--- config.mk ---
export PLATFORM = sky130hd
export DESIGN_NAME = calendar_date_arithmetic_flat
export DESIGN_NICKNAME = d
export VERILOG_FILES = /design/src/sv/cda_pkg.sv /design/src/sv/cda_if.sv /design/src/sv/cda_core.sv /design/src/sv/calendar_date_arithmetic.sv /design/src/flat_wrapper.sv
export SDC_FILE = /design/constraint.sdc
export NUM_CORES = 1
export LEC_CHECK = 0
export ABC_AREA = 0
export BUFFER_PORTS_ARGS = -buffer_cell sky130_fd_sc_hd__buf_4
export CORE_UTILIZATION = 65
export DETAILED_ROUTE_END_ITERATION = 10
export MAX_ROUTING_LAYER = met4
export PLACE_DENSITY_LB_ADDON = 0.08
export SLEW_MARGIN = 20
export SYNTH_ARGS = -nofsm -noshare
export SYNTH_HDL_FRONTEND = slang
export SYNTH_SLANG_ARGS = --single-unit
--- constraint.sdc ---
create_clock -name clk -period 11.3 [get_ports clk]
set_clock_uncertainty 0.2 [all_clocks]
set_input_delay 0.565 -clock clk [delete_from_list [all_inputs] [get_ports clk]]
set_output_delay 0.565 -clock clk [all_outputs]
set_load 0.01 [all_outputs]
--- src/sv/cda_pkg.sv ---
// Shared types, constants and calendar tables for the date arithmetic block.
`default_nettype none

package cda_pkg;

    localparam logic [2:0] OP_LOAD = 3'd0;
    localparam logic [2:0] OP_ADD  = 3'd1;
    localparam logic [2:0] OP_NEXT = 3'd2;
    localparam logic [2:0] OP_PREV = 3'd3;
    localparam logic [2:0] OP_CMP  = 3'd4;
    localparam logic [2:0] OP_DIFF = 3'd5;

    localparam logic [1:0] CMP_EQUAL   = 2'd0;
    localparam logic [1:0] CMP_LATER   = 2'd1;
    localparam logic [1:0] CMP_EARLIER = 2'd2;

    localparam logic [13:0] YEAR_MIN   = 14'd1;
    localparam logic [13:0] YEAR_MAX   = 14'd9999;
    localparam logic [21:0] SERIAL_MAX = 22'd3652058;
    localparam logic [21:0] DAYS_400   = 22'd146097;
    localparam logic [21:0] DAYS_100   = 22'd36524;
    localparam logic [21:0] DAYS_4     = 22'd1461;
    localparam logic [21:0] DAYS_1     = 22'd365;

    localparam logic [13:0] RESET_YEAR  = 14'd2018;
    localparam logic [3:0]  RESET_MONTH = 4'd6;
    localparam logic [4:0]  RESET_DAY   = 5'd10;

    typedef struct packed {
        logic [2:0]         operation;
        logic [13:0]        year_in;
        logic [3:0]         month_in;
        logic [4:0]         day_in;
        logic signed [20:0] day_offset;
    } cda_cmd_t;

    typedef struct packed {
        logic [13:0] year_out;
        logic [3:0]  month_out;
        logic [4:0]  day_out;
        logic [1:0]  compare_code;
        logic [21:0] day_difference;
        logic        range_error;
    } cda_res_t;

    typedef struct packed {
        logic idle;
        logic done;
    } cda_stat_t;

    function automatic logic [4:0] month_days(input logic [3:0] m, input logic leap);
        logic [4:0] n;
        begin
            case (m)
                4'd2:                      n = leap ? 5'd29 : 5'd28;
                4'd4, 4'd6, 4'd9, 4'd11:   n = 5'd30;
                default:                   n = 5'd31;
            endcase
            return n;
        end
    endfunction

    function automatic logic [8:0] days_before(input logic [3:0] m);
        logic [8:0] n;
        begin
            case (m)
                4'd2:    n = 9'd31;
                4'd3:    n = 9'd59;
                4'd4:    n = 9'd90;
                4'd5:    n = 9'd120;
                4'd6:    n = 9'd151;
                4'd7:    n = 9'd181;
                4'd8:    n = 9'd212;
                4'd9:    n = 9'd243;
                4'd10:   n = 9'd273;
                4'd11:   n = 9'd304;
                4'd12:   n = 9'd334;
                default: n = 9'd0;
            endcase
            return n;
        end
    endfunction

endpackage

`default_nettype wire

--- src/sv/cda_if.sv ---
// Valid/ready channel interfaces for command and result words.
`default_nettype none

interface cda_in_if;
    logic               valid;
    logic               ready;
    logic [2:0]         operation;
    logic [13:0]        year_in;
    logic [3:0]         month_in;
    logic [4:0]         day_in;
    logic signed [20:0] day_offset;

    modport source (output valid, operation, year_in, month_in, day_in, day_offset,
                    input ready);
    modport sink (input valid, operation, year_in, month_in, day_in, day_offset,
                  output ready);
endinterface

interface cda_out_if;
    logic        valid;
    logic        ready;
    logic [13:0] year_out;
    logic [3:0]  month_out;
    logic [4:0]  day_out;
    logic [1:0]  compare_code;
    logic [21:0] day_difference;
    logic        range_error;

    modport source (output valid, year_out, month_out, day_out, compare_code,
                    day_difference, range_error, input ready);
    modport sink (input valid, year_out, month_out, day_out, compare_code,
                  day_difference, range_error, output ready);
endinterface

`default_nettype wire

--- src/sv/cda_core.sv ---
// Iterative date engine: serial conversion both ways under a small sequencer.
`default_nettype none

module cda_core
    import cda_pkg::*;
(
    input  logic      clk,
    input  logic      rst_n,
    input  logic      start,
    input  cda_cmd_t  cmd,
    input  logic      res_ready,
    output cda_stat_t stat,
    output cda_res_t  res
);

    typedef enum logic [12:0] {
        S_IDLE   = 13'b0000000000001,
        S_Y400   = 13'b0000000000010,
        S_Y100   = 13'b0000000000100,
        S_Y4     = 13'b0000000001000,
        S_Y1     = 13'b0000000010000,
        S_YFIN   = 13'b0000000100000,
        S_DECIDE = 13'b0000001000000,
        S_I400   = 13'b0000010000000,
        S_I100   = 13'b0000100000000,
        S_I4     = 13'b0001000000000,
        S_I1     = 13'b0010000000000,
        S_IMON   = 13'b0100000000000,
        S_FIN    = 13'b1000000000000
    } state_t;

    state_t             state_reg, state_next;
    logic [2:0]         op_reg, op_next;
    logic [13:0]        gy_reg, gy_next;
    logic [3:0]         gm_reg, gm_next;
    logic [4:0]         gd_reg, gd_next;
    logic               yerr_reg, yerr_next;
    logic signed [20:0] off_reg, off_next;
    logic               given_reg, given_next;
    logic [13:0]        rem_reg, rem_next;
    logic [21:0]        ser_reg, ser_next;
    logic [21:0]        cs_reg, cs_next;
    logic [1:0]         cnt_reg, cnt_next;
    logic [4:0]         q4_reg, q4_next;
    logic               cent_reg, cent_next;
    logic               leap_reg, leap_next;
    logic [3:0]         mon_reg, mon_next;
    logic [13:0]        cur_y_reg, cur_y_next;
    logic [3:0]         cur_m_reg, cur_m_next;
    logic [4:0]         cur_d_reg, cur_d_next;
    logic [1:0]         cmp_reg, cmp_next;
    logic [21:0]        diff_reg, diff_next;
    logic               err_reg, err_next;

    logic [13:0]        ry;
    logic [3:0]         rm;
    logic [4:0]         rd;
    logic [4:0]         dim;
    logic [4:0]         dc;
    logic [13:0]        cy;
    logic [3:0]         cm;
    logic               cyerr;
    logic signed [23:0] tsum;

    assign ry  = given_reg ? gy_reg : cur_y_reg;
    assign rm  = given_reg ? gm_reg : cur_m_reg;
    assign rd  = given_reg ? gd_reg : cur_d_reg;
    assign dim = month_days((state_reg == S_IMON) ? mon_reg : rm, leap_reg);
    assign dc  = (rd == 5'd0) ? 5'd1 : ((rd > dim) ? dim : rd);

    assign cyerr = (cmd.year_in == 14'd0) || (cmd.year_in > YEAR_MAX);
    assign cy    = (cmd.year_in == 14'd0) ? YEAR_MIN :
                   ((cmd.year_in > YEAR_MAX) ? YEAR_MAX : cmd.year_in);
    assign cm    = (cmd.month_in == 4'd0) ? 4'd1 :
                   ((cmd.month_in > 4'd12) ? 4'd12 : cmd.month_in);

    assign tsum = $signed({2'b00, ser_reg}) + $signed({{3{off_reg[20]}}, off_reg});

    always_comb
    begin
        state_next = state_reg;
        op_next    = op_reg;
        gy_next    = gy_reg;
        gm_next    = gm_reg;
        gd_next    = gd_reg;
        yerr_next  = yerr_reg;
        off_next   = off_reg;
        given_next = given_reg;
        rem_next   = rem_reg;
        ser_next   = ser_reg;
        cs_next    = cs_reg;
        cnt_next   = cnt_reg;
        q4_next    = q4_reg;
        cent_next  = cent_reg;
        leap_next  = leap_reg;
        mon_next   = mon_reg;
        cur_y_next = cur_y_reg;
        cur_m_next = cur_m_reg;
        cur_d_next = cur_d_reg;
        cmp_next   = cmp_reg;
        diff_next  = diff_reg;
        err_next   = err_reg;

        unique case (state_reg)
            S_IDLE:
            begin
                if (start)
                begin
                    op_next   = cmd.operation;
                    gy_next   = cy;
                    gm_next   = cm;
                    gd_next   = cmd.day_in;
                    yerr_next = cyerr;
                    cmp_next  = CMP_EQUAL;
                    diff_next = 22'd0;
                    err_next  = 1'b0;
                    ser_next  = 22'd0;
                    cnt_next  = 2'd0;
                    case (cmd.operation)
                        OP_NEXT: off_next = 21'sd1;
                        OP_PREV: off_next = -21'sd1;
                        default: off_next = cmd.day_offset;
                    endcase
                    case (cmd.operation)
                        OP_LOAD:
                        begin
                            given_next = 1'b1;
                            rem_next   = cy - 14'd1;
                            state_next = S_Y400;
                        end
                        OP_ADD, OP_NEXT, OP_PREV, OP_CMP, OP_DIFF:
                        begin
                            given_next = 1'b0;
                            rem_next   = cur_y_reg - 14'd1;
                            state_next = S_Y400;
                        end
                        default:
                        begin
                            state_next = S_FIN;
                        end
                    endcase
                end
            end
            S_Y400:
            begin
                if (rem_reg >= 14'd400)
                begin
                    rem_next = rem_reg - 14'd400;
                    ser_next = ser_reg + DAYS_400;
                end
                else
                begin
                    cnt_next   = 2'd0;
                    state_next = S_Y100;
                end
            end
            S_Y100:
            begin
                if (rem_reg >= 14'd100 && cnt_reg != 2'd3)
                begin
                    rem_next = rem_reg - 14'd100;
                    ser_next = ser_reg + DAYS_100;
                    cnt_next = cnt_reg + 2'd1;
                end
                else
                begin
                    cent_next  = (rem_reg != 14'd99) || (cnt_reg == 2'd3);
                    state_next = S_Y4;
                end
            end
            S_Y4:
            begin
                if (rem_reg >= 14'd4)
                begin
                    rem_next = rem_reg - 14'd4;
                    ser_next = ser_reg + DAYS_4;
                end
                else
                begin
                    state_next = S_Y1;
                end
            end
            S_Y1:
            begin
                if (rem_reg != 14'd0)
                begin
                    rem_next = rem_reg - 14'd1;
                    ser_next = ser_reg + DAYS_1;
                end
                else
                begin
                    leap_next  = (ry[1:0] == 2'b00) && cent_reg;
                    state_next = S_YFIN;
                end
            end
            S_YFIN:
            begin
                ser_next = ser_reg + {13'd0, days_before(rm)}
                         + {21'd0, (rm > 4'd2) && leap_reg}
                         + {17'd0, dc - 5'd1};
                if (given_reg)
                begin
                    gd_next = dc;
                end
                state_next = S_DECIDE;
            end
            S_DECIDE:
            begin
                case (op_reg)
                    OP_LOAD:
                    begin
                        cur_y_next = gy_reg;
                        cur_m_next = gm_reg;
                        cur_d_next = gd_reg;
                        err_next   = yerr_reg;
                        state_next = S_FIN;
                    end
                    OP_CMP, OP_DIFF:
                    begin
                        if (!given_reg)
                        begin
                            cs_next    = ser_reg;
                            given_next = 1'b1;
                            rem_next   = gy_reg - 14'd1;
                            ser_next   = 22'd0;
                            state_next = S_Y400;
                        end
                        else
                        begin
                            if (op_reg == OP_CMP)
                            begin
                                cmp_next = (cs_reg > ser_reg) ? CMP_LATER :
                                           ((cs_reg < ser_reg) ? CMP_EARLIER : CMP_EQUAL);
                            end
                            else
                            begin
                                diff_next = (cs_reg > ser_reg) ? cs_reg - ser_reg
                                                               : ser_reg - cs_reg;
                            end
                            state_next = S_FIN;
                        end
                    end
                    default:
                    begin
                        if (tsum[23])
                        begin
                            ser_next = 22'd0;
                            err_next = 1'b1;
                        end
                        else if (tsum > $signed({2'b00, SERIAL_MAX}))
                        begin
                            ser_next = SERIAL_MAX;
                            err_next = 1'b1;
                        end
                        else
                        begin
                            ser_next = tsum[21:0];
                        end
                        rem_next   = YEAR_MIN;
                        state_next = S_I400;
                    end
                endcase
            end
            S_I400:
            begin
                if (ser_reg >= DAYS_400)
                begin
                    ser_next = ser_reg - DAYS_400;
                    rem_next = rem_reg + 14'd400;
                end
                else
                begin
                    cnt_next   = 2'd0;
                    state_next = S_I100;
                end
            end
            S_I100:
            begin
                if (ser_reg >= DAYS_100 && cnt_reg != 2'd3)
                begin
                    ser_next = ser_reg - DAYS_100;
                    rem_next = rem_reg + 14'd100;
                    cnt_next = cnt_reg + 2'd1;
                end
                else
                begin
                    cent_next  = (cnt_reg == 2'd3);
                    cnt_next   = 2'd0;
                    q4_next    = 5'd0;
                    state_next = S_I4;
                end
            end
            S_I4:
            begin
                if (ser_reg >= DAYS_4)
                begin
                    ser_next = ser_reg - DAYS_4;
                    rem_next = rem_reg + 14'd4;
                    q4_next  = q4_reg + 5'd1;
                end
                else
                begin
                    state_next = S_I1;
                end
            end
            S_I1:
            begin
                if (ser_reg >= DAYS_1 && cnt_reg != 2'd3)
                begin
                    ser_next = ser_reg - DAYS_1;
                    rem_next = rem_reg + 14'd1;
                    cnt_next = cnt_reg + 2'd1;
                end
                else
                begin
                    leap_next  = (cnt_reg == 2'd3) && ((q4_reg != 5'd24) || cent_reg);
                    mon_next   = 4'd1;
                    state_next = S_IMON;
                end
            end
            S_IMON:
            begin
                if (mon_reg != 4'd12 && ser_reg >= {17'd0, dim})
                begin
                    ser_next = ser_reg - {17'd0, dim};
                    mon_next = mon_reg + 4'd1;
                end
                else
                begin
                    cur_y_next = rem_reg;
                    cur_m_next = mon_reg;
                    cur_d_next = ser_reg[4:0] + 5'd1;
                    state_next = S_FIN;
                end
            end
            S_FIN:
            begin
                if (res_ready)
                begin
                    state_next = S_IDLE;
                end
            end
            default:
            begin
                state_next = S_IDLE;
            end
        endcase
    end

    always_ff @(posedge clk or negedge rst_n)
    begin
        if (!rst_n)
        begin
            state_reg <= S_IDLE;
            cur_y_reg <= RESET_YEAR;
            cur_m_reg <= RESET_MONTH;
            cur_d_reg <= RESET_DAY;
        end
        else
        begin
            state_reg <= state_next;
            cur_y_reg <= cur_y_next;
            cur_m_reg <= cur_m_next;
            cur_d_reg <= cur_d_next;
        end
    end

    always_ff @(posedge clk)
    begin
        op_reg    <= op_next;
        gy_reg    <= gy_next;
        gm_reg    <= gm_next;
        gd_reg    <= gd_next;
        yerr_reg  <= yerr_next;
        off_reg   <= off_next;
        given_reg <= given_next;
        rem_reg   <= rem_next;
        ser_reg   <= ser_next;
        cs_reg    <= cs_next;
        cnt_reg   <= cnt_next;
        q4_reg    <= q4_next;
        cent_reg  <= cent_next;
        leap_reg  <= leap_next;
        mon_reg   <= mon_next;
        cmp_reg   <= cmp_next;
        diff_reg  <= diff_next;
        err_reg   <= err_next;
    end

    assign stat.idle = (state_reg == S_IDLE);
    assign stat.done = (state_reg == S_FIN) && res_ready;

    assign res.year_out       = cur_y_reg;
    assign res.month_out      = cur_m_reg;
    assign res.day_out        = cur_d_reg;
    assign res.compare_code   = cmp_reg;
    assign res.day_difference = diff_reg;
    assign res.range_error    = err_reg;

endmodule

`default_nettype wire

--- src/sv/calendar_date_arithmetic.sv ---
// Top level: Gregorian date arithmetic with command and result channels.
// Unused codes go straight to the result; load walks one date to a day serial, compare or
// difference walks two, and add or a day step walks the date to a serial and back again.
// Throughput: one word at a time; the next word is taken once the engine is back in idle.
// Cost is set by the shared subtract/compare step that walks 400-, 100-, 4- and 1-year spans.
// Reset (asynchronous, active low) sets the date to 2018-06-10 and clears the result valid flag.
`default_nettype none

module calendar_date_arithmetic
    import cda_pkg::*;
(
    input  logic        clk,
    input  logic        rst_n,
    cda_in_if.sink      in_ch,
    cda_out_if.source   out_ch
);

    cda_cmd_t  cmd;
    cda_res_t  res;
    cda_stat_t stat;
    logic      start;
    logic      res_ready;
    logic      out_valid_reg;
    cda_res_t  out_reg;

    assign cmd.operation  = in_ch.operation;
    assign cmd.year_in    = in_ch.year_in;
    assign cmd.month_in   = in_ch.month_in;
    assign cmd.day_in     = in_ch.day_in;
    assign cmd.day_offset = in_ch.day_offset;

    assign in_ch.ready = stat.idle;
    assign start       = in_ch.valid && stat.idle;
    assign res_ready   = !out_valid_reg || out_ch.ready;

    cda_core u_core (
        .clk       (clk),
        .rst_n     (rst_n),
        .start     (start),
        .cmd       (cmd),
        .res_ready (res_ready),
        .stat      (stat),
        .res       (res)
    );

    always_ff @(posedge clk or negedge rst_n)
    begin
        if (!rst_n)
        begin
            out_valid_reg <= 1'b0;
        end
        else if (stat.done)
        begin
            out_valid_reg <= 1'b1;
        end
        else if (out_ch.ready)
        begin
            out_valid_reg <= 1'b0;
        end
    end

    always_ff @(posedge clk)
    begin
        if (stat.done)
        begin
            out_reg <= res;
        end
    end

    assign out_ch.valid          = out_valid_reg;
    assign out_ch.year_out       = out_reg.year_out;
    assign out_ch.month_out      = out_reg.month_out;
    assign out_ch.day_out        = out_reg.day_out;
    assign out_ch.compare_code   = out_reg.compare_code;
    assign out_ch.day_difference = out_reg.day_difference;
    assign out_ch.range_error    = out_reg.range_error;

    a_done_gives_word: assert property (@(posedge clk) disable iff (!rst_n)
        stat.done |=> out_ch.valid)
        else $error("finished word not presented");

    a_busy_after_accept: assert property (@(posedge clk) disable iff (!rst_n)
        (in_ch.valid && in_ch.ready) |=> !in_ch.ready)
        else $error("engine took a word while busy");

    a_compare_code_legal: assert property (@(posedge clk) disable iff (!rst_n)
        out_ch.valid |-> (out_ch.compare_code != 2'd3))
        else $error("illegal compare code");

    a_month_legal: assert property (@(posedge clk) disable iff (!rst_n)
        out_ch.valid |-> (out_ch.month_out >= 4'd1 && out_ch.month_out <= 4'd12))
        else $error("month out of range");

endmodule

`default_nettype wire

--- src/flat_wrapper.sv ---
// flat-port wrapper written by rule: the top's interface ports become plain ports
module calendar_date_arithmetic_flat import cda_pkg::*;
  (clk, rst_n, in_ch_valid, in_ch_operation, in_ch_year_in, in_ch_month_in, in_ch_day_in, in_ch_day_offset, in_ch_ready, out_ch_valid, out_ch_year_out, out_ch_month_out, out_ch_day_out, out_ch_compare_code, out_ch_day_difference, out_ch_range_error, out_ch_ready);
  cda_in_if in_ch_i ();
  cda_out_if out_ch_i ();
  input  logic clk;
  input  logic rst_n;
  input wire logic [$bits(in_ch_i.valid)-1:0] in_ch_valid;
  input wire logic [$bits(in_ch_i.operation)-1:0] in_ch_operation;
  input wire logic [$bits(in_ch_i.year_in)-1:0] in_ch_year_in;
  input wire logic [$bits(in_ch_i.month_in)-1:0] in_ch_month_in;
  input wire logic [$bits(in_ch_i.day_in)-1:0] in_ch_day_in;
  input wire logic [$bits(in_ch_i.day_offset)-1:0] in_ch_day_offset;
  output wire logic [$bits(in_ch_i.ready)-1:0] in_ch_ready;
  output wire logic [$bits(out_ch_i.valid)-1:0] out_ch_valid;
  output wire logic [$bits(out_ch_i.year_out)-1:0] out_ch_year_out;
  output wire logic [$bits(out_ch_i.month_out)-1:0] out_ch_month_out;
  output wire logic [$bits(out_ch_i.day_out)-1:0] out_ch_day_out;
  output wire logic [$bits(out_ch_i.compare_code)-1:0] out_ch_compare_code;
  output wire logic [$bits(out_ch_i.day_difference)-1:0] out_ch_day_difference;
  output wire logic [$bits(out_ch_i.range_error)-1:0] out_ch_range_error;
  input wire logic [$bits(out_ch_i.ready)-1:0] out_ch_ready;
  assign in_ch_i.valid = in_ch_valid;
  assign in_ch_i.operation = in_ch_operation;
  assign in_ch_i.year_in = in_ch_year_in;
  assign in_ch_i.month_in = in_ch_month_in;
  assign in_ch_i.day_in = in_ch_day_in;
  assign in_ch_i.day_offset = in_ch_day_offset;
  assign in_ch_ready = in_ch_i.ready;
  assign out_ch_valid = out_ch_i.valid;
  assign out_ch_year_out = out_ch_i.year_out;
  assign out_ch_month_out = out_ch_i.month_out;
  assign out_ch_day_out = out_ch_i.day_out;
  assign out_ch_compare_code = out_ch_i.compare_code;
  assign out_ch_day_difference = out_ch_i.day_difference;
  assign out_ch_range_error = out_ch_i.range_error;
  assign out_ch_i.ready = out_ch_ready;
  calendar_date_arithmetic u_core (.clk(clk), .rst_n(rst_n), .in_ch(in_ch_i), .out_ch(out_ch_i));
endmodule
Yosys cells after proc, flatten, opt, wreduce, memory -nomap -nowiden
Memory sizes are Yosys's and may differ from the RTL's.
Cells that the tools add are included.
{"block": "word_totals", "reg_bits": 230, "latchBits": 0, "ram_bits": 0, "romBits": 144, "out_inout_bits": 50, "memories": 1}
{"block": "op_classes", "addsub": 31, "mul": 0, "n_div": 0, "order_cmp": 15, "eq_ne": 61, "shifts": 0, "mux": 109, "bitwise_logic": 1, "reduce_logical": 53}
{"memory": "(no name shown)", "words": 16, "word_bits": 9, "rd": 1, "rd_clocked_by_memory_dff": 0, "write_ports": 0, "line_no": "cda_pkg.sv:66", "source": "case (m)"}
{"cell": "2-to-1 mux 22 bit", "n": 17}
{"cell": "one-hot mux 22 bit (12 select lines)", "n": 1}
{"cell": "2-to-1 mux 14 bit", "n": 14}
{"cell": "2-to-1 mux 13 bit", "n": 13}
{"cell": "one-hot mux 13 bit (13 select lines)", "n": 1}
{"cell": "one-hot mux 14 bit (10 select lines)", "n": 1}
{"cell": "one-hot mux 22 bit (2 select lines)", "n": 2}
{"cell": "one-hot mux 14 bit (2 select lines)", "n": 3}
{"cell": "subtractor 14 x 1 -> 14 bit (second input constant)", "n": 4}
{"cell": "!= test 2 bit (second input constant)", "n": 27}
{"cell": "2-to-1 mux 5 bit", "n": 9}
{"cell": "subtractor 22 bit", "n": 2}
{"cell": "one-hot mux 21 bit (2 select lines)", "n": 1}
{"cell": "one-hot mux 5 bit (2 select lines)", "n": 3}
{"cell": "2-to-1 mux 4 bit", "n": 7}
{"cell": "one-hot mux 13 bit (2 select lines)", "n": 1}
{"cell": "AND reduction 13 bit", "n": 2}
{"cell": "adder 23 x 21 -> 24 bit", "n": 1}
{"cell": "> comparator 24 x 23 -> 1 bit (second input constant)", "n": 1}
{"cell": "2-to-1 mux 2 bit", "n": 12}
{"cell": "adder 22 x 1 -> 22 bit", "n": 1}
{"cell": "adder 22 x 11 -> 22 bit (second input constant)", "n": 1}
{"cell": "adder 22 x 16 -> 22 bit (second input constant)", "n": 1}
{"cell": "adder 22 x 18 -> 22 bit (second input constant)", "n": 1}
{"cell": "other kinds (89)", "n": 144}

Longest topological paths before layout
Gate-level depths: netlist (run 1).
{"block": "logic_depth", "ltp_word": 11, "ltp_mapped": 29}

Cells and area by module
From an unflattened synthesis (run 1), not the netlist that was laid out.
{"block": "hier_totals", "cells_unflattened": 2452, "area_unflattened_um2": 20523.4}
{"mod": "cda_core", "n_inst": 1, "cells_per_inst": 2400, "area_each_um2": 19028.2, "seq_area_each_um2": 5270.1}
{"mod": "calendar_date_arithmetic", "n_inst": 1, "cells_per_inst": 52, "area_each_um2": 1495.2, "seq_area_each_um2": 1466.4}

Worst setup path after synthesis (run 1)
No wires, ideal clock.
{"block": "synth_path", "path_kind": "reg-to-reg", "startpoint": "register u_core.u_core.state_reg[9]", "endpoint": "register u_core.u_core.ser_reg[19], data pin", "setup_ns": 0.261, "arrival_ns": 6.113, "required_time_ns": 10.839, "path_slack_ns": 4.726, "path_stages_with_launch": 27, "n_path_buf": 0, "period_less_slack_ns": 6.574, "cell_sequence": "dfrtp_1 or4_4 nor4b_4 mux2_4 o221a_2 ha_1 nor2_1 o21ai_0 a21boi_0 a21oi_1 o21ai_0 inv_1 ha_1 xor2_1 fa_1 inv_1 ha_1 o21ai_0 o21ai_0 a31oi_1 o21bai_1 a21o_1 nand4_1 nor4_1 a221o_1 a221o_1 a311o_1"}
{"block": "synth_via", "elab_chain_len": 11, "elab_cells_between_ends": 28, "classes_between": "add/sub (3); order compare (1); eq/ne (17); mux (6); reduce/logical (1)"}
{"item": "start, declared", "line_no": "cda_core.sv:32", "source": "state_t state_reg, state_next;"}
{"item": "start signal, assigned", "line_no": "cda_core.sv:361", "source": "state_reg <= state_next;"}
{"item": "== test 13 x 12 -> 1 bit", "line_no": "cda_core.sv:68, cda_core.sv:104"}
{"item": "2-to-1 mux 4 bit", "line_no": "cda_core.sv:68", "source": "assign dim = month_days((state_reg == S_IMON) ? mon_reg : rm, leap_reg);"}
{"item": "== test 4 x 3 -> 1 bit / == test 4 bit (equally long branches)", "line_no": "cda_pkg.sv:54", "source": "case (m)"}
{"item": "OR reduction 4 bit", "line_no": "cda_pkg.sv:54"}
{"item": "one-hot mux 2 bit (2 select lines)", "line_no": "cda_pkg.sv:54"}
{"item": "> comparator 5 bit", "line_no": "cda_core.sv:69", "source": "assign dc = (rd == 5'd0) ? 5'd1 : ((rd > dim) ? dim : rd);"}
{"item": "2-to-1 mux 5 bit (2 in series)", "line_no": "cda_core.sv:69"}
{"item": "subtractor 5 x 1 -> 5 bit", "line_no": "cda_core.sv:200", "source": "+ {17'd0, dc - 5'd1};"}
{"item": "adder 22 x 5 -> 22 bit", "line_no": "cda_core.sv:200"}
{"item": "one-hot mux 22 bit (12 select lines) (*)", "line_no": "cda_core.sv:104", "source": "unique case (state_reg)"}
{"item": "via u_core.u_core.ser_next[19]", "line_no": "cda_core.sv:41", "source": "logic [21:0] ser_reg, ser_next;"}
{"item": "end signal, assigned", "line_no": "cda_core.sv:378", "source": "ser_reg <= ser_next;"}
{"item": "end, declared", "line_no": "cda_core.sv:41"}
The timed path passes the listed nets; every way through them passes the cells marked *. The select of a mux whose other input is x is not followed.
A chain may end at the register's enable or synchronous reset.

Final worst setup path (run 1)
{"block": "layout_path", "startpoint": "register u_core.u_core.given_reg", "endpoint": "register u_core.u_core.ser_reg[20], data pin"}
{"block": "layout_via", "elab_chain_len": 11, "elab_cells_between_ends": 25, "classes_between": "add/sub (5); order compare (2); eq/ne (5); mux (9); reduce/logical (3); memory (1)"}
{"item": "start, declared", "line_no": "cda_core.sv:39", "source": "logic given_reg, given_next;"}
{"item": "start signal, assigned", "line_no": "cda_core.sv:376", "source": "given_reg <= given_next;"}
{"item": "parallel branches: the longest is 10 deep, another holds adder 22 x 9 -> 22 bit"}
{"item": "one-hot mux 22 bit (12 select lines) (*)", "line_no": "cda_core.sv:104"}
{"item": "via u_core.u_core.ser_next[20]", "line_no": "cda_core.sv:41"}
Mark *: on every way through the listed nets, which the timed path passes. The select of a mux whose other input is x is not followed.

==> key figures, run 1 <==
Outcome
  – Status: finished, final reports clean

Drt
  – Detailed Routing Iterations Pass 1: 11
  – Initial DRC Count: 3,692
  – Routed WL per cell: 25.29 um
  – Final ANT Viol Nets: 0
  – Via/cell ratio: 7.357
  – Vias: 21,190
  – Final wirelength: 72,830 um
  – Remaining routing DRC violations: 0

Pwr
  – Total power: 6.407 mW
  – Leakage: 9.146 nW
  – Pwr/cell area: 282.4 mW/mm^2
  – VDD IR max: 0.2310 mV

STA
  – Worst rel slew slack: 20.78%
  – Final setup TNS: 0 ns
  – Final Hold Fails: 0
  – Tmin final: 8.162 ns
  – Unrepaired setup endpoints after global routing: false
  – Fmax: 0.1225 GHz
  – # setup viols final: 0
  – Worst slew pin tran: 1.158 ns
  – Pins Over Slew Limit: 0
  – Tcrit/Tclk final: 72.23%

Worst setup path
  – Critical Path Start: u_core.u_core.given_reg$_SDFFCE_PP1P_
  – Crit. End Element: flop
  – Max Fanout on Critical Path: 20
  – Critical R2R Capture: u_core.u_core.ser_reg[20]$_DFFE_PP_
  – R2r setup slk: 3.14 ns
  – Worst path depth: 27
  – WP data required: 11.38 ns
  – Worst reg-to-reg path cell count: 27
  – Kind of critical path: flop to flop
  – FF-to-FF Start: u_core.u_core.given_reg$_SDFFCE_PP1P_
  – Top Family by Delay on Critical Path: compound AO/OA/AOI/OAI gates
  – Critical Path Sink: u_core.u_core.ser_reg[20]$_DFFE_PP_
  – Startpoint Class: flop
  – Max stage delay on crit path: 0.92 ns
  – WP buf/inv: 3
  – Slowest CP cell: edfxtp_1
  – Top cell by count, worst path: o21ai_0
  – Worst EP arrival: 8.24 ns

Global route
  – GR Overflow Total: 0
  – Largest net degree at the start of global routing: 49
  – GR Util All Layers: 44.41%
  – Global-route wire length before repair: 110,500 um
  – Initial antenna violation count: 2
  – Vias in the first global route: 19,610

Placement
  – GP Congestion: 1.038
  – Cell Area, Placed: 0.02171 sq mm
  – Port buffer count: 100
  – Post-DP HPWL: 52,730 um

Synth
  – Post-synth EDFFs: 193
  – Synth top area cells: edfxtp_1 (28%), ha_1 (8.5%), nand2_1 (4.6%), nor2_1 (4.2%), a21oi_1 (4.0%)
  – Post-synth top area share: 28.02%
  – #FFs+latches synth: 230
  – Seq/Total Area, Yosys: 32.57%
  – Dominant cell by count in the synthesized netlist: nand2_1
  – Post-synth ARST share: 16.09%
  – Mean Syn Cell Area: 8.521 sq um
  – Netlist cell types: 106
  – Yosys top cell by area: edfxtp_1
  – Top cells by count, synth: nand2_1 (253), nor2_1 (234), edfxtp_1 (193)
  – Mapped Cells: 2,427
  – Synth warn: 0
  – Ys flop type: edfxtp_1
  – Syn nets: 2,628
  – Synth Cell Area: 0.02068 sq mm

Clocking
  – H-tree depth: 1
  – Inserted Clock Buffers: 26
  – Reg clk slew, reported paths: 0.07 ns
  – Worst-Skew Late Latency: 0.58 ns
  – Setup bufs post-CTS: 0
  – CTS tree: yes
  – Clk buf depth: 3
  – Clock root cell: clkbuf_16
  – Clk sink count: 230

Floorplanning
  – Row count: 64
  – Num ports: 101
  – Initial Util: 66.91%
  – Die height: 180.4 um
  – Die area: 0.03254 sq mm
  – Die width: 180.4 um
  – Placeable Area: 0.03091 sq mm

Finish
  – Final instance area: 0.02269 sq mm
  – Final core utilization: 73.39%
  – P&R area growth vs syn: 9.692%
  – Share of cells above drive strength 1: 10.68%
  – Fin nets: 2,663

Flow run
  – Max Cap Violations: 0

Min path
  – Worst hold path type: primary input to flop
metrics by stage:
step	setup slack [ns]	hold slack [ns]	instances
floorplan	4.726	0.06941	2427
global placement	3.774	0.2012	2825
detailed placement	3.573	0.2054	2825
CTS	3.511	0.004964	2877
global route	2.666	0.01466	2880
finish	3.138	0.01917	2880
layout make-up:
type / instances / area, sq um
Fill cell: 2287 / 8224
Antenna cell: 2 / 5.005
Inverter: 112 / 420.4
Clock inverter: 10 / 112.6
Multi-Input combinational cell: 1951 / 13040
Timing Repair Buffer: 141 / 1089
Tap cell: 396 / 495.5
Sequential cell: 230 / 6736
Clock buffer: 38 / 788.3
report_power, final:
| part | leakage [nW] | internal (mW) | switching (mW) |
|---|---|---|---|
| combinational | 6.40 | 1.44 | 2.65 |
| clock | 0.443 | 0.529 | 0.367 |
| sequential | 2.30 | 1.15 | 0.269 |
cell usage in the layout (no fill, tap or decap), types with 21 or more instances in the layout:
cell | Yosys | routed
nand2_1 | 253 | 252
o21ai_0 | 157 | 157
nand2b_1 | 32 | 32
a21o_1 | 55 | 55
nor3_1 | 70 | 67
a21oi_1 | 166 | 165
nand3_1 | 54 | 54
o221ai_1 | 30 | 30
nand4_1 | 26 | 26
ha_1 | 140 | 140
or3_1 | 21 | 21
a31oi_1 | 49 | 49
nor2b_1 | 32 | 32
nor4_1 | 31 | 30
inv_1 | 103 | 102
a211oi_1 | 41 | 41
and2_1 | 21 | 21
o22ai_1 | 29 | 29
dfrtp_1 | 25 | 25
clkbuf_16 | 0 | 28
nor2_1 | 234 | 232
mux2i_1 | 37 | 36
buf_4 | 4 | 136
xnor2_1 | 83 | 83
edfxtp_1 | 193 | 193
xor2_1 | 42 | 42
o211ai_1 | 22 | 22
logic make-up (layout without fill, tap and decap cells):
| family | count (synthesis) | after routing | synth area share, % |
|---|---|---|---|
| multiplexers | 50 | 50 | 2.517 |
| flip-flops | 230 | 230 | 32.57 |
| buffers and inverters | 246 | 301 | 4.652 |
| AO/OA/AOI/OAI | 764 | 764 | 25.17 |
| adder cells (fa/ha/maj) | 151 | 151 | 9.486 |
| other | 0 | 2 | 0 |
| AND/OR/NAND/NOR | 860 | 860 | 20.23 |
| XOR/XNOR | 126 | 126 | 5.372 |
layer usage:
metal | share of wire [%] | up-vias | track usage (%)
li1 | - | 9174 | -
met1 | 38 | 9919 | 58.48
met2 | 43 | 1782 | 64.96
met3 | 15 | 314 | 12.19
met4 | 4.4 | 0 | 16.96
met5 | 0 | - | -
worst min path at each step:
stage | start | end | slack (ns) | depth (start not counted)
final | in_ch_operation[2] | u_core.u_core.op_reg[2]$_DFFE_PP_ | 0.02 | 1
after global routing | out_ch_ready | u_core.out_ch.valid$_DFFE_PN0P_ | 0.01 | 2
after CTS | in_ch_operation[2] | u_core.u_core.op_reg[2]$_DFFE_PP_ | 0.005 | 1
after detailed placement | u_core.u_core.diff_reg[20]$_SDFFCE_PN0P_ | u_core.out_ch.day_difference[20]$_DFFE_PP_ | 0.21 | 0
after global placement | u_core.u_core.diff_reg[20]$_SDFFCE_PN0P_ | u_core.out_ch.day_difference[20]$_DFFE_PP_ | 0.20 | 0
after floorplan | rst_n | u_core.out_ch.valid$_DFFE_PN0P_ | 0.07 | 0
what timing repair did:
item | in CTS | in global routing
resized for setup | 0 | 0
endpoints found under the setup margin | 0 | 0
hold buffers | 4 | 0
hold endpoints to repair | 28 | 0
(Power assumes the default switching activity.)
==> run 2, diff against run 1 <==
- CORE_UTILIZATION: 65 -> 58
- clock period: 11.3 -> 6.8 ns (I/O delays scaled with it)
==> run 2 against run 1 <==
Against the previous run:
- the flow now finishes with violations (setup timing)
- final cell count up 6.1%
- hold slack better by 0.019 ns
- register-to-register slack worse by 3.2 ns
- power up 74%
- via count up 1.7%
- largest power group unchanged
==> key figures, run 2 (synthesized netlist as in run 1, its figures left out) <==
Outcome
  – Status: finished with violations (was finished, final reports clean)
  – Violated checks: setup timing

Pwr
  – Pwr/cell area: 466.1 mW/mm^2 (was 282.4 mW/mm^2)
  – VDD IR max: 0.3307 mV (was 0.2310 mV)
  – Leakage: 9.710 nW (was 9.146 nW)

Floorplanning
  – Initial Util: 59.43% (was 66.91%)
  – Row count: 68 (was 64)
  – Die area: 0.03642 sq mm (was 0.03254 sq mm)
  – Placeable Area: 0.03480 sq mm (was 0.03091 sq mm)
  – Num ports: 101 (unchanged)
  – Die height: 190.8 um (was 180.4 um)
  – Die width: 190.8 um (was 180.4 um)

STA
  – Worst rel slew slack: 7.390% (was 20.78%)
  – Fmax: 0.1460 GHz (was 0.1225 GHz)
  – Tcrit/Tclk final: 100.7% (was 72.23%)
  – Pins Over Slew Limit: 0 (unchanged)
  – PnR worst setup slack: -0.04912 ns (was 3.138 ns)
  – # setup viols final: 1 (was 0)
  – Worst slew pin tran: 1.376 ns (was 1.158 ns)
  – Final Hold Fails: 0 (unchanged)
  – Final setup TNS: -0.04912 ns (was 0 ns)
  – Tmin final: 6.849 ns (was 8.162 ns)

Finish
  – Most common cell after layout, fill and taps aside: nand2_1 (unchanged)
  – Final instance area: 0.02388 sq mm (was 0.02269 sq mm)
  – Antenna Cells: 0 (was 2)
  – Filler cells: 2,724 (was 2,287)
  – Share of cells above drive strength 1: 13.88% (was 10.68%)
  – Fin nets: 2,781 (was 2,663)
  – P&R area growth vs syn: 15.46% (was 9.692%)
  – Most frequent cells in the layout: nand2_1 (252), nor2_1 (231), buf_4 (208), edfxtp_1 (193), a21oi_1 (164) (was nand2_1 (252), nor2_1 (232), edfxtp_1 (193), a21oi_1 (165), o21ai_0 (157))
  – Final core utilization: 68.62% (was 73.39%)

Clocking
  – Clock root cell: clkbuf_16 (unchanged)
  – CTS tree: yes (unchanged)
  – Reg clk slew, reported paths: 0.07 ns (about the same)
  – H-tree depth: 1 (unchanged)
  – Clk sink count: 230 (unchanged)
  – Worst-Skew Late Latency: 0.59 ns (was 0.58 ns)
  – Clk buf depth: 3 (unchanged)
  – Inserted Clock Buffers: 26 (unchanged)

Placement
  – Post-DP HPWL: 55,000 um (was 52,730 um)
  – Cell Area, Placed: 0.02209 sq mm (was 0.02171 sq mm)
  – GP Congestion: 1.009 (was 1.038)
  – Port buffer count: 100 (unchanged)

Worst setup path
  – Worst reg-to-reg path cell count: 39 (was 27)
  – Top cell by count, worst path: buf_4 (was o21ai_0)
  – FF-to-FF Start: u_core.u_core.state_reg[4]$_DFFE_PN0P_ (was u_core.u_core.given_reg$_SDFFCE_PP1P_)
  – Top Family by Delay on Critical Path: buffers and inverters (was compound AO/OA/AOI/OAI gates)
  – Kind of critical path: flop to flop (unchanged)
  – WP data required: 7.01 ns (was 11.38 ns)
  – WP buf/inv: 28 (was 3)
  – Slowest CP cell: or4_4 (was edfxtp_1)
  – Crit. End Element: flop (unchanged)
  – Startpoint Class: flop (unchanged)
  – Worst EP arrival: 7.06 ns (was 8.24 ns)
  – Critical R2R Capture: u_core.u_core.gd_reg[0]$_DFFE_PP_ (was u_core.u_core.ser_reg[20]$_DFFE_PP_)
  – Max Fanout on Critical Path: 2 (was 20)
  – R2r setup slk: -0.05 ns (was 3.14 ns)
  – Max stage delay on crit path: 0.56 ns (was 0.92 ns)

Global route
  – Largest net degree at the start of global routing: 49 (unchanged)
  – GR Util All Layers: 43.11% (was 44.41%)
  – Vias in the first global route: 20,150 (was 19,610)
  – Initial antenna violation count: 0 (was 2)
  – GR Overflow Total: 0 (unchanged)
  – Global-route wire length before repair: 117,300 um (was 110,500 um)

Flow run
  – Max Cap Violations: 0 (unchanged)

Drt
  – Vias: 21,540 (was 21,190)
  – Detailed Routing Iterations Pass 1: 9 (was 11)
  – Final ANT Viol Nets: 0 (unchanged)
  – Routed WL per cell: 25.66 um (was 25.29 um)
  – Remaining routing DRC violations: 0 (unchanged)
  – Initial DRC Count: 3,347 (was 3,692)
  – Via/cell ratio: 7.051 (was 7.357)
  – Final wirelength: 78,390 um (was 72,830 um)

Min path
  – Worst hold path type: primary input to flop (unchanged)
  – Hold path depth: 3 (was 1)
  – Hold Path End: u_core.u_core.gy_reg[9]$_DFFE_PP_ (was u_core.u_core.op_reg[2]$_DFFE_PP_)
  – Hold Startpoint: in_ch_year_in[12] (was in_ch_operation[2])
-- run 2: layer usage --
layer,vias up,track usage [%],part of all wire (%)
met1,10190,56.17,39
met2,1604,61.72,42
met4,0,17.08,4.8
li1,9401,-,-
met3,351,13.62,14
met5,-,-,0
-- run 2: layout make-up --
cell class	count	area (sq um)	share of cell area [%]
inverter	112	420.4	1.761
multi-input combinational	1951	13190	55.22
clock inverter	16	177.7	0.7441
tap	455	569.3	2.384
clock buffer	32	714.4	2.992
timing repair buffer	259	2074	8.688
sequential	230	6736	28.21
-- run 2: timing repair --
item / 4_1_cts / 5_1_grt
setup buffers: 30 / 4
gates cloned: 0 / 0
setup endpoints to repair: 7 / 11
pin swaps: 14 / 19
resized for setup: 16 / 19
hold buffers: 49 / 0
endpoints found under the hold margin: 87 / 0
-- run 2: report_power, final --
part           leakage (nW)  switching, mW  internal [mW]
Sequential             2.30          0.448           1.91
Clock                 0.441          0.643          0.864
Combinational          6.97           4.61           2.65
-- run 2: worst max-delay path by stage --
stage                                                  startpoint                                  end  slack [ns]  cells past startpoint
after global routing       u_core.u_core.state_reg[4]$_DFFE_PN0P_  u_core.u_core.ser_reg[19]$_DFFE_PP_       -0.10                     26
after global placement     u_core.u_core.state_reg[6]$_DFFE_PN0P_  u_core.u_core.ser_reg[20]$_DFFE_PP_       -0.07                     27
after CTS                 u_core.u_core.state_reg[10]$_DFFE_PN0P_  u_core.u_core.ser_reg[19]$_DFFE_PP_       0.004                     28
final                      u_core.u_core.state_reg[4]$_DFFE_PN0P_    u_core.u_core.gd_reg[0]$_DFFE_PP_       -0.05                     39
after detailed placement   u_core.u_core.state_reg[6]$_DFFE_PN0P_  u_core.u_core.ser_reg[14]$_DFFE_PP_       -0.30                     24
after floorplan            u_core.u_core.state_reg[9]$_DFFE_PN0P_  u_core.u_core.ser_reg[19]$_DFFE_PP_        0.23                     26
-- run 2: metrics by stage --
step / setup slack [ns] / hold slack, ns / power, mW / std cells
global route: -0.1006 / 0.03267 / 11.64 / 3055
global placement: -0.06805 / 0.1376 / 8.867 / 2925
CTS: 0.004245 / 0.007028 / 10.68 / 3052
floorplan: 0.2255 / -0.1556 / 6.974 / 2427
detailed placement: -0.2981 / 0.1401 / 8.989 / 2925
finish: -0.04912 / 0.03782 / 11.13 / 3055
-- run 2: tightest hold or removal path, cell delays in order --
cell and delay, ns:
buf_4 0.09, nor2_1 0.07, o21bai_1 0.19
